==> config.mk <==
export PLATFORM = sky130hd
export DESIGN_NAME = tab_and_escape_expander
export DESIGN_NICKNAME = d
export VERILOG_FILES = /design/src/tae_pkg.sv /design/src/tae_col_unit.sv /design/src/tab_and_escape_expander.sv
export SDC_FILE = /design/constraint.sdc
export NUM_CORES = 1
export LEC_CHECK = 0
export ABC_CLOCK_PERIOD_IN_PS = 3050
export BUFFER_PORTS_ARGS = -buffer_cell sky130_fd_sc_hd__buf_2
export CAP_MARGIN = 20
export CORE_UTILIZATION = 40
export CTS_CLUSTER_DIAMETER = 30
export CTS_CLUSTER_SIZE = 12
export DETAILED_ROUTE_END_ITERATION = 7
export GPL_TIMING_DRIVEN = 0
export PLACE_DENSITY_LB_ADDON = 0.25
export SLEW_MARGIN = 15
export SYNTH_ARGS = -nofsm -noshare
export SYNTH_HDL_FRONTEND = slang
export SYNTH_HIERARCHICAL = 1
export SYNTH_SLANG_ARGS = --single-unit
export TNS_END_PERCENT = 20
==> constraint.sdc <==
create_clock -name clk_i -period 3.05 [get_ports clk_i]
set_clock_uncertainty 0.1 [all_clocks]
set_input_delay 0.7625 -clock clk_i [delete_from_list [all_inputs] [get_ports clk_i]]
set_output_delay 0.7625 -clock clk_i [all_outputs]
set_load 0.02 [all_outputs]
==> src/tae_pkg.sv <==
`timescale 1ns / 1ps
`default_nettype none
// ----------------------------------------------------------------------------
// tae_pkg
// shared types, constants and character codes of the tab and escape expander
// ----------------------------------------------------------------------------
package tae_pkg;

  // widest tab stop distance, and the widths that follow from it
  localparam int unsigned MAX_TAB_WIDTH = 32;
  localparam int unsigned COL_W         = $clog2(MAX_TAB_WIDTH);
  localparam int unsigned W_W           = COL_W + 1;

  // configuration port
  localparam int unsigned TW_W      = 6;
  localparam int unsigned CFG_IDX_W = 1;
  localparam int unsigned CFG_DAT_W = TW_W;

  localparam logic [TW_W-1:0] TAB_WIDTH_RST   = TW_W'(8);
  localparam logic            ESCAPE_MODE_RST = 1'b1;

  typedef enum logic [CFG_IDX_W-1:0] {
    REG_TAB_WIDTH   = 1'b0,
    REG_ESCAPE_MODE = 1'b1
  } cfg_reg_e;

  // character codes
  localparam logic [7:0] CH_TAB     = 8'd9;
  localparam logic [7:0] CH_LF      = 8'd10;
  localparam logic [7:0] CH_CR      = 8'd13;
  localparam logic [7:0] CH_SPACE   = 8'd32;
  localparam logic [7:0] CH_BSLASH  = 8'd92;
  localparam logic [7:0] CH_LOWER_N = 8'd110;
  localparam logic [7:0] CH_LOWER_T = 8'd116;

  // sequencer states
  typedef enum logic [2:0] {
    S_IDLE,
    S_REDUCE,
    S_PRE_BS,
    S_SPACES,
    S_CHAR,
    S_CR,
    S_LF,
    S_POST_BS
  } state_e;

  // main run of one beat
  typedef enum logic [1:0] {
    MAIN_NONE,
    MAIN_SPACES,
    MAIN_CHAR,
    MAIN_CRLF
  } main_e;

  // column unit operations
  typedef enum logic {
    COL_INC,
    COL_REDUCE
  } col_op_e;

  typedef struct packed {
    logic [COL_W-1:0] col;
    logic             flag;
  } col_res_t;

endpackage : tae_pkg
`default_nettype wire

==> src/tae_col_unit.sv <==
`timescale 1ns / 1ps
`default_nettype none
// ----------------------------------------------------------------------------
// tae_col_unit
// shared column unit: increment with wrap at the tab width, or one step of
// reduction of the column modulo the tab width
// ----------------------------------------------------------------------------
module tae_col_unit (
  input  wire tae_pkg::col_op_e        op_i,
  input  wire logic [tae_pkg::COL_W-1:0] col_i,
  input  wire logic [tae_pkg::W_W-1:0]   width_i,
  output tae_pkg::col_res_t            res_o
);

  logic [tae_pkg::W_W-1:0] col_ext;
  logic [tae_pkg::W_W-1:0] sum;
  logic [tae_pkg::W_W-1:0] diff;
  logic                    ge;

  assign col_ext = {1'b0, col_i};
  assign sum     = col_ext + tae_pkg::W_W'(1);
  assign diff    = col_ext - width_i;
  assign ge      = (col_ext >= width_i);

  always_comb begin
    res_o = '0;
    case (op_i)
      tae_pkg::COL_INC: begin
        // flag marks the wrap onto a tab stop
        res_o.flag = (sum == width_i);
        res_o.col  = res_o.flag ? '0 : sum[tae_pkg::COL_W-1:0];
      end
      tae_pkg::COL_REDUCE: begin
        // flag marks that a subtraction was still needed
        res_o.flag = ge;
        res_o.col  = ge ? diff[tae_pkg::COL_W-1:0] : col_i;
      end
      default: begin
        res_o = '0;
      end
    endcase
  end

endmodule : tae_col_unit
`default_nettype wire

==> src/tab_and_escape_expander.sv <==
`timescale 1ns / 1ps
`default_nettype none
// ----------------------------------------------------------------------------
// tab_and_escape_expander
// expands tabs to spaces up to the next tab stop and translates backslash
// escapes, one input character in, a run of output characters out
// ----------------------------------------------------------------------------
//
//   channel  | direction | handshake             | payload
//   ---------+-----------+-----------------------+----------------------------
//   cfg      | in        | cfg_we_i              | cfg_index_i, cfg_data_i
//   in       | in        | in_valid_i/in_ready_o | char_in_i, end_of_text_i
//   out      | out       | out_valid_o/out_ready_i | char_out_o, run_last_o,
//            |           |                       | text_last_o
//
// an input beat is accepted in the idle state, its column checked in the reduce
// state, and then its output beats follow one per cycle while the output is not
// stalled; the emit loop steps the column through the shared column unit
// after a change of tab width the column check repeats its subtraction of the
// width from the stored column until the column lies below the width
// reset brings tab width 8, escape mode on, column 0 and no pending backslash
// a stalled output holds the sequencer in its emit states; the input is taken only when idle
// ----------------------------------------------------------------------------
module tab_and_escape_expander (
  input  wire logic                            clk_i,
  input  wire logic                            rst_ni,

  input  wire logic                            cfg_we_i,
  input  wire logic [tae_pkg::CFG_IDX_W-1:0]   cfg_index_i,
  input  wire logic [tae_pkg::CFG_DAT_W-1:0]   cfg_data_i,

  input  wire logic                            in_valid_i,
  output      logic                            in_ready_o,
  input  wire logic [7:0]                      char_in_i,
  input  wire logic                            end_of_text_i,

  output      logic                            out_valid_o,
  input  wire logic                            out_ready_i,
  output      logic [7:0]                      char_out_o,
  output      logic                            run_last_o,
  output      logic                            text_last_o
);

  // configuration registers
  logic [tae_pkg::TW_W-1:0] tab_width_q;
  logic                     escape_mode_q;

  // sequencer and line state
  tae_pkg::state_e          state_q, state_d;
  logic [tae_pkg::COL_W-1:0] col_q, col_d;
  logic                     held_q, held_d;   // escape backslash pending
  logic                     abs_q, abs_d;     // plain backslash just emitted

  // latched beat and its plan
  logic [7:0]               ch_q, ch_d;
  logic                     eot_q, eot_d;
  logic [tae_pkg::W_W-1:0]  w_q, w_d;
  tae_pkg::main_e           main_q, main_d;
  logic                     post_q, post_d;
  logic                     col_one_q, col_one_d;

  // output register
  logic                     out_valid_q, out_valid_d;
  logic [7:0]               out_char_q, out_char_d;
  logic                     out_run_last_q, out_run_last_d;
  logic                     out_text_last_q, out_text_last_d;

  // shared column unit
  tae_pkg::col_op_e         col_op;
  tae_pkg::col_res_t        col_res;

  logic [tae_pkg::W_W-1:0]  eff_width;
  logic                     can_emit;
  logic                     is_t, is_n, is_tab, is_bs, is_lf;

  // plan decided in the column check cycle
  logic                     plan_pre;
  tae_pkg::main_e           plan_main;
  logic                     plan_held;

  // ------------------------------------------------------------------------
  // configuration writes
  // ------------------------------------------------------------------------
  always_ff @(posedge clk_i or negedge rst_ni) begin
    if (!rst_ni) begin
      tab_width_q   <= tae_pkg::TAB_WIDTH_RST;
      escape_mode_q <= tae_pkg::ESCAPE_MODE_RST;
    end else if (cfg_we_i) begin
      unique case (tae_pkg::cfg_reg_e'(cfg_index_i))
        tae_pkg::REG_TAB_WIDTH:   tab_width_q   <= cfg_data_i[tae_pkg::TW_W-1:0];
        tae_pkg::REG_ESCAPE_MODE: escape_mode_q <= cfg_data_i[0];
        default: ;
      endcase
    end
  end

  // tab width clamped into 1..MAX_TAB_WIDTH
  always_comb begin
    if (tab_width_q == '0) begin
      eff_width = tae_pkg::W_W'(1);
    end else if ({{tae_pkg::W_W{1'b0}}, tab_width_q} >
                 (tae_pkg::W_W + tae_pkg::TW_W)'(tae_pkg::MAX_TAB_WIDTH)) begin
      eff_width = tae_pkg::W_W'(tae_pkg::MAX_TAB_WIDTH);
    end else begin
      eff_width = tae_pkg::W_W'(tab_width_q);
    end
  end

  // ------------------------------------------------------------------------
  // column unit: reduction during the check cycle, increment otherwise
  // ------------------------------------------------------------------------
  assign col_op = (state_q == tae_pkg::S_REDUCE) ? tae_pkg::COL_REDUCE : tae_pkg::COL_INC;

  tae_col_unit u_col (
    .op_i    (col_op),
    .col_i   (col_q),
    .width_i (w_q),
    .res_o   (col_res)
  );

  assign is_t   = (ch_q == tae_pkg::CH_LOWER_T);
  assign is_n   = (ch_q == tae_pkg::CH_LOWER_N);
  assign is_tab = (ch_q == tae_pkg::CH_TAB);
  assign is_bs  = (ch_q == tae_pkg::CH_BSLASH);
  assign is_lf  = (ch_q == tae_pkg::CH_LF);

  // first state of the main run, or what follows when there is none
  function automatic tae_pkg::state_e main_entry(tae_pkg::main_e m, logic post);
    tae_pkg::state_e s;
    case (m)
      tae_pkg::MAIN_SPACES: s = tae_pkg::S_SPACES;
      tae_pkg::MAIN_CHAR:   s = tae_pkg::S_CHAR;
      tae_pkg::MAIN_CRLF:   s = tae_pkg::S_CR;
      default:              s = post ? tae_pkg::S_POST_BS : tae_pkg::S_IDLE;
    endcase
    return s;
  endfunction

  // what the beat makes of its character
  always_comb begin
    plan_pre  = 1'b0;
    plan_main = tae_pkg::MAIN_CHAR;
    plan_held = 1'b0;
    if (held_q && is_t) begin
      // backslash-t expands like a tab
      plan_main = tae_pkg::MAIN_SPACES;
    end else if (held_q && is_n) begin
      // backslash-n becomes cr lf
      plan_main = tae_pkg::MAIN_CRLF;
    end else if (!held_q && abs_q && is_n) begin
      // plain backslash then n: copied, column lands on 1 (0 at tab width 1)
      plan_main = tae_pkg::MAIN_CHAR;
    end else begin
      // any other held backslash goes out ahead of the character
      plan_pre = held_q;
      if (is_tab) begin
        plan_main = tae_pkg::MAIN_SPACES;
      end else if (escape_mode_q && is_bs) begin
        plan_main = tae_pkg::MAIN_NONE;
        plan_held = 1'b1;
      end else begin
        plan_main = tae_pkg::MAIN_CHAR;
      end
    end
  end

  assign can_emit = !out_valid_q || out_ready_i;

  // ------------------------------------------------------------------------
  // sequencer
  // ------------------------------------------------------------------------
  always_comb begin
    state_d   = state_q;
    col_d     = col_q;
    held_d    = held_q;
    abs_d     = abs_q;
    ch_d      = ch_q;
    eot_d     = eot_q;
    w_d       = w_q;
    main_d    = main_q;
    post_d    = post_q;
    col_one_d = col_one_q;

    out_valid_d     = out_valid_q && !out_ready_i;
    out_char_d      = out_char_q;
    out_run_last_d  = out_run_last_q;
    out_text_last_d = out_text_last_q;

    in_ready_o = (state_q == tae_pkg::S_IDLE);

    unique case (state_q)
      tae_pkg::S_IDLE: begin
        if (in_valid_i) begin
          ch_d    = char_in_i;
          eot_d   = end_of_text_i;
          w_d     = eff_width;
          state_d = tae_pkg::S_REDUCE;
        end
      end

      tae_pkg::S_REDUCE: begin
        if (col_res.flag) begin
          // stored column still at or past the width: take it off once more
          col_d = col_res.col;
        end else begin
          main_d    = plan_main;
          post_d    = eot_q && plan_held;
          col_one_d = !held_q && abs_q && is_n;
          held_d    = plan_held && !eot_q;
          abs_d     = 1'b0;
          state_d   = plan_pre ? tae_pkg::S_PRE_BS
                               : main_entry(plan_main, eot_q && plan_held);
        end
      end

      tae_pkg::S_PRE_BS: begin
        if (can_emit) begin
          out_valid_d    = 1'b1;
          out_char_d     = tae_pkg::CH_BSLASH;
          out_run_last_d = (main_q == tae_pkg::MAIN_NONE) && !post_q;
          col_d          = col_res.col;
          state_d        = main_entry(main_q, post_q);
        end
      end

      tae_pkg::S_SPACES: begin
        if (can_emit) begin
          out_valid_d    = 1'b1;
          out_char_d     = tae_pkg::CH_SPACE;
          out_run_last_d = col_res.flag && !post_q;
          col_d          = col_res.col;
          if (col_res.flag) begin
            state_d = post_q ? tae_pkg::S_POST_BS : tae_pkg::S_IDLE;
          end
        end
      end

      tae_pkg::S_CHAR: begin
        if (can_emit) begin
          out_valid_d    = 1'b1;
          out_char_d     = ch_q;
          out_run_last_d = !post_q;
          abs_d          = is_bs;
          if (is_lf) begin
            col_d = '0;
          end else if (col_one_q) begin
            col_d = (w_q == tae_pkg::W_W'(1)) ? '0 : tae_pkg::COL_W'(1);
          end else begin
            col_d = col_res.col;
          end
          state_d = post_q ? tae_pkg::S_POST_BS : tae_pkg::S_IDLE;
        end
      end

      tae_pkg::S_CR: begin
        if (can_emit) begin
          out_valid_d    = 1'b1;
          out_char_d     = tae_pkg::CH_CR;
          out_run_last_d = 1'b0;
          state_d        = tae_pkg::S_LF;
        end
      end

      tae_pkg::S_LF: begin
        if (can_emit) begin
          out_valid_d    = 1'b1;
          out_char_d     = tae_pkg::CH_LF;
          out_run_last_d = !post_q;
          col_d          = '0;
          state_d        = post_q ? tae_pkg::S_POST_BS : tae_pkg::S_IDLE;
        end
      end

      tae_pkg::S_POST_BS: begin
        // backslash left pending at end of text
        if (can_emit) begin
          out_valid_d    = 1'b1;
          out_char_d     = tae_pkg::CH_BSLASH;
          out_run_last_d = 1'b1;
          state_d        = tae_pkg::S_IDLE;
        end
      end

      default: begin
        state_d = tae_pkg::S_IDLE;
      end
    endcase

    // text_last only moves together with a new output beat
    if (can_emit && out_valid_d) begin
      out_text_last_d = out_run_last_d && eot_q;
    end

    // end of text: next text starts from a clean line
    if ((state_q != tae_pkg::S_IDLE) && (state_d == tae_pkg::S_IDLE) && eot_q) begin
      col_d  = '0;
      held_d = 1'b0;
      abs_d  = 1'b0;
    end
  end

  // control state
  always_ff @(posedge clk_i or negedge rst_ni) begin
    if (!rst_ni) begin
      state_q     <= tae_pkg::S_IDLE;
      col_q       <= '0;
      held_q      <= 1'b0;
      abs_q       <= 1'b0;
      out_valid_q <= 1'b0;
    end else begin
      state_q     <= state_d;
      col_q       <= col_d;
      held_q      <= held_d;
      abs_q       <= abs_d;
      out_valid_q <= out_valid_d;
    end
  end

  // beat payload and plan
  always_ff @(posedge clk_i) begin
    ch_q            <= ch_d;
    eot_q           <= eot_d;
    w_q             <= w_d;
    main_q          <= main_d;
    post_q          <= post_d;
    col_one_q       <= col_one_d;
    out_char_q      <= out_char_d;
    out_run_last_q  <= out_run_last_d;
    out_text_last_q <= out_text_last_d;
  end

  assign out_valid_o = out_valid_q;
  assign char_out_o  = out_char_q;
  assign run_last_o  = out_run_last_q;
  assign text_last_o = out_text_last_q;

endmodule : tab_and_escape_expander
`default_nettype wire
==> results_dict.tcl <==
set metrics [dict create \
    status "completed" \
    crit_arrival_ns 3.08 \
    drcViolationCount 0 \
    syn_nets 303 \
    wirelength_um 6140 \
    power_leakage_nw 1.31 \
    cp-start-kind "flop" \
    ir_drop_mv 0.397 \
    die_area_um2 7340 \
    cts-htree-levels 2 \
    overflow 0 \
    drtIter0Drc 243 \
    post-route-period-util_pct 97.9 \
    core_um2 6790 \
    synth_top_area_share_pct 30.0 \
    postSynthAreaPerCell_um2 10.2 \
    syn2layout_area_growth_pct 19.2 \
    gp_congestion 0.912 \
    relSlewSlack_pct 54.2 \
    via_per_inst 5.38 \
    clk_latency_ns 0.31 \
    clk_pin_slew_ns 0.09 \
    synth_edf_count 28 \
    worst_slew_pin_slew_ns 0.685 \
    cts-root-buf "clkbuf_8" \
    fill_cells 627 \
    drt_first_pass_iters 4 \
    gr-usage-met2_pct 27.3 \
    dp.final_hpwl_um 4460 \
    hold_viol_final 0 \
    fin_ws_ns 0.0631 \
    cts_sinks 47 \
    cts_tree "yes" \
    ys_ff_latch 47 \
    yosysMostFrequentCell "edfxtp_1" \
    netlist_area_um2 2800 \
    grt_first_pass_wirelength_um 10100 \
    fmax_ghz 0.335 \
    drtAntennaViolNets 0 \
    crit_path_end_kind "flop" \
    p_per_area_nw_per_um2 928 \
    grt_antenna_before_repair 0 \
    use_met3_pct 3.56 \
    cp.required_ns 3.15 \
    layout.nets 349 \
    reg2reg_setup_slack_ns 0.06 \
    die_w_um 85.7 \
    synth_top_cell_by_area "edfxtp_1" \
    vias 2248 \
    synthTopCellsByArea "edfxtp_1 30%, dfrtp_1 14%, a21oi_1 3.8%" \
    regArea_um2 1320 \
    netlist_instances 275 \
    multi_input_area_um2 1470 \
    whs_ns 0.273 \
    async_flop_share_pct 38.3 \
    initial_core_util_pct 41.2 \
    wl_per_cell_um 14.7 \
    yosys_warnings 6 \
    rsz0062_at_grt "true" \
    hold_class "in -> async" \
    synth_common_cells "28 x edfxtp_1, 22 x nand2_1, 21 x a21oi_1, 19 x o21ai_0, 18 x nor2_1" \
    portBuffers 32 \
    critPathMaxFanout 7 \
    row_count 30 \
    synth-seq-area-share_pct 46.9 \
    grt_use_met1_pct 24.6 \
    diodes 0 \
    grt_max_degree 19 \
    cts_hold_repair.buffers 0 \
    synth.distinct_cells 63 \
    post-place-ws_ns -0.309 \
    grt_pass1_vias 2084 \
    dieHeight_um 85.7 \
    fin_setup_tns_ns 0 \
    fin_crit_ns 2.99 \
    slew_viol_final 0 \
    drv_cap 0 \
    crit_type "reg -> reg" \
    final-setup-viol-count 0 \
    cts_buffers 5 \
    grtUsageTotal_pct 17.6 \
    synth_flop_cell "edfxtp_1" \
    drive_gt1_share_pct 28.9 \
    clock_path_buffers 2 \
    io_pins 33 \
    grt.busiest_layer "met2" \
]
-- per-layer routing --
metal / share of wire, % / vias to the layer above
li1: - / 1102
met1: 47 / 1074
met2: 47 / 64
met3: 4.6 / 8
met4: 1.3 / 0
met5: 0 / -
-- worst paths after layout --
kind / endpoint / cells past startpoint / from
max: abs_q / 14 / col_q[0]
min: out_valid_o / 1 / rst_ni
max reg2reg: abs_q / 14 / col_q[0]
min reg2reg: run_last_o / 2 / run_last_o
max in group asynchronous: escape_mode_q / 1 / rst_ni
min in group clk_i: run_last_o / 2 / run_last_o
-- flip-flops by register name (all words and copies together), names as in the netlist, 2 cells and up --
| signal | flops |
|---|---|
| char_out_o | 8 |
| main_q | 2 |
| w_q | 6 |
| col_q | 5 |
| tab_width_q | 6 |
| ch_q | 8 |
| state_q | 3 |
-- cell usage in the layout, fill, tap and decap left out, types with 3 or more instances in the layout --
cell / count
a31oi_1: 3
and3_1: 5
nand2b_1: 3
buf_2: 35
nor3_2: 3
nor2_1: 18
o21ai_0: 18
buf_4: 8
xnor2_1: 6
inv_1: 14
mux2i_1: 3
xor2_1: 4
nand3_1: 3
nand2_1: 21
nor3_1: 4
nor2b_1: 12
dfrtp_1: 14
nand4_1: 4
ha_1: 4
edfxtp_1: 28
clkbuf_1: 5
clkbuf_8: 5
a21oi_1: 20
a21o_1: 4
nor4_1: 3
mux2_2: 7
inv_2: 4
-- final cells by class --
type / instances / area share, %
inverter: 18 / 2.02
multi-input combinational: 199 / 44.1
tap: 96 / 3.60
buffer: 11 / 1.80
sequential: 47 / 39.4
timing repair buffer: 39 / 6.37
clock inverter: 3 / 0.637
clock buffer: 5 / 2.06
-- worst max-delay path, cell delays in order, from the launching register on --
cell,delay (ns)
dfrtp_1,0.41
inv_2,0.09
ha_4,0.14
inv_2,0.04
fa_2,0.34
a21o_1,0.19
a211oi_2,0.28
o32ai_2,0.15
o21bai_4,0.24
o2111ai_2,0.19
o221ai_2,0.14
nor3_1,0.17
and3_1,0.19
buf_6,0.14
a21oi_1,0.05
-- cells by family after synthesis --
group	after synthesis	synth area share [%]
DFF	47	46.9
xor gates and xnor gates	11	3.98
buffers and inverters	29	4.43
AOI/OAI and AO/OA	74	18.2
adders and majority gates	7	3.40
muxes	10	3.89
and+or+nand+nor	97	19.1
-- power breakdown --
group	switching [W]	internal [W]
sequential	0.000140	0.000917
combinational	0.000955	0.000686
clock	0.000231	0.000166
-- per-stage QoR --
step | cell area [µm²] | cells | power [W] | util, %
3_5_place_dp | 3080 | 403 | 0.00249 | 45.3
5_1_grt | 3340 | 418 | 0.00332 | 49.1
4_1_cts | 3260 | 415 | 0.00299 | 47.9
6_report | 3340 | 418 | 0.00310 | 49.1
3_3_place_gp | 3080 | 403 | 0.00248 | 45.3
2_1_floorplan | 2800 | 275 | 0.00214 | -
-- repair_timing --
action                     in CTS  in global routing
pin swaps                       5                 12
setup buffers                   4                  3
setup endpoints to repair      14                 11
resized for setup              13                 17
Power figures use the tool's default switching activity.
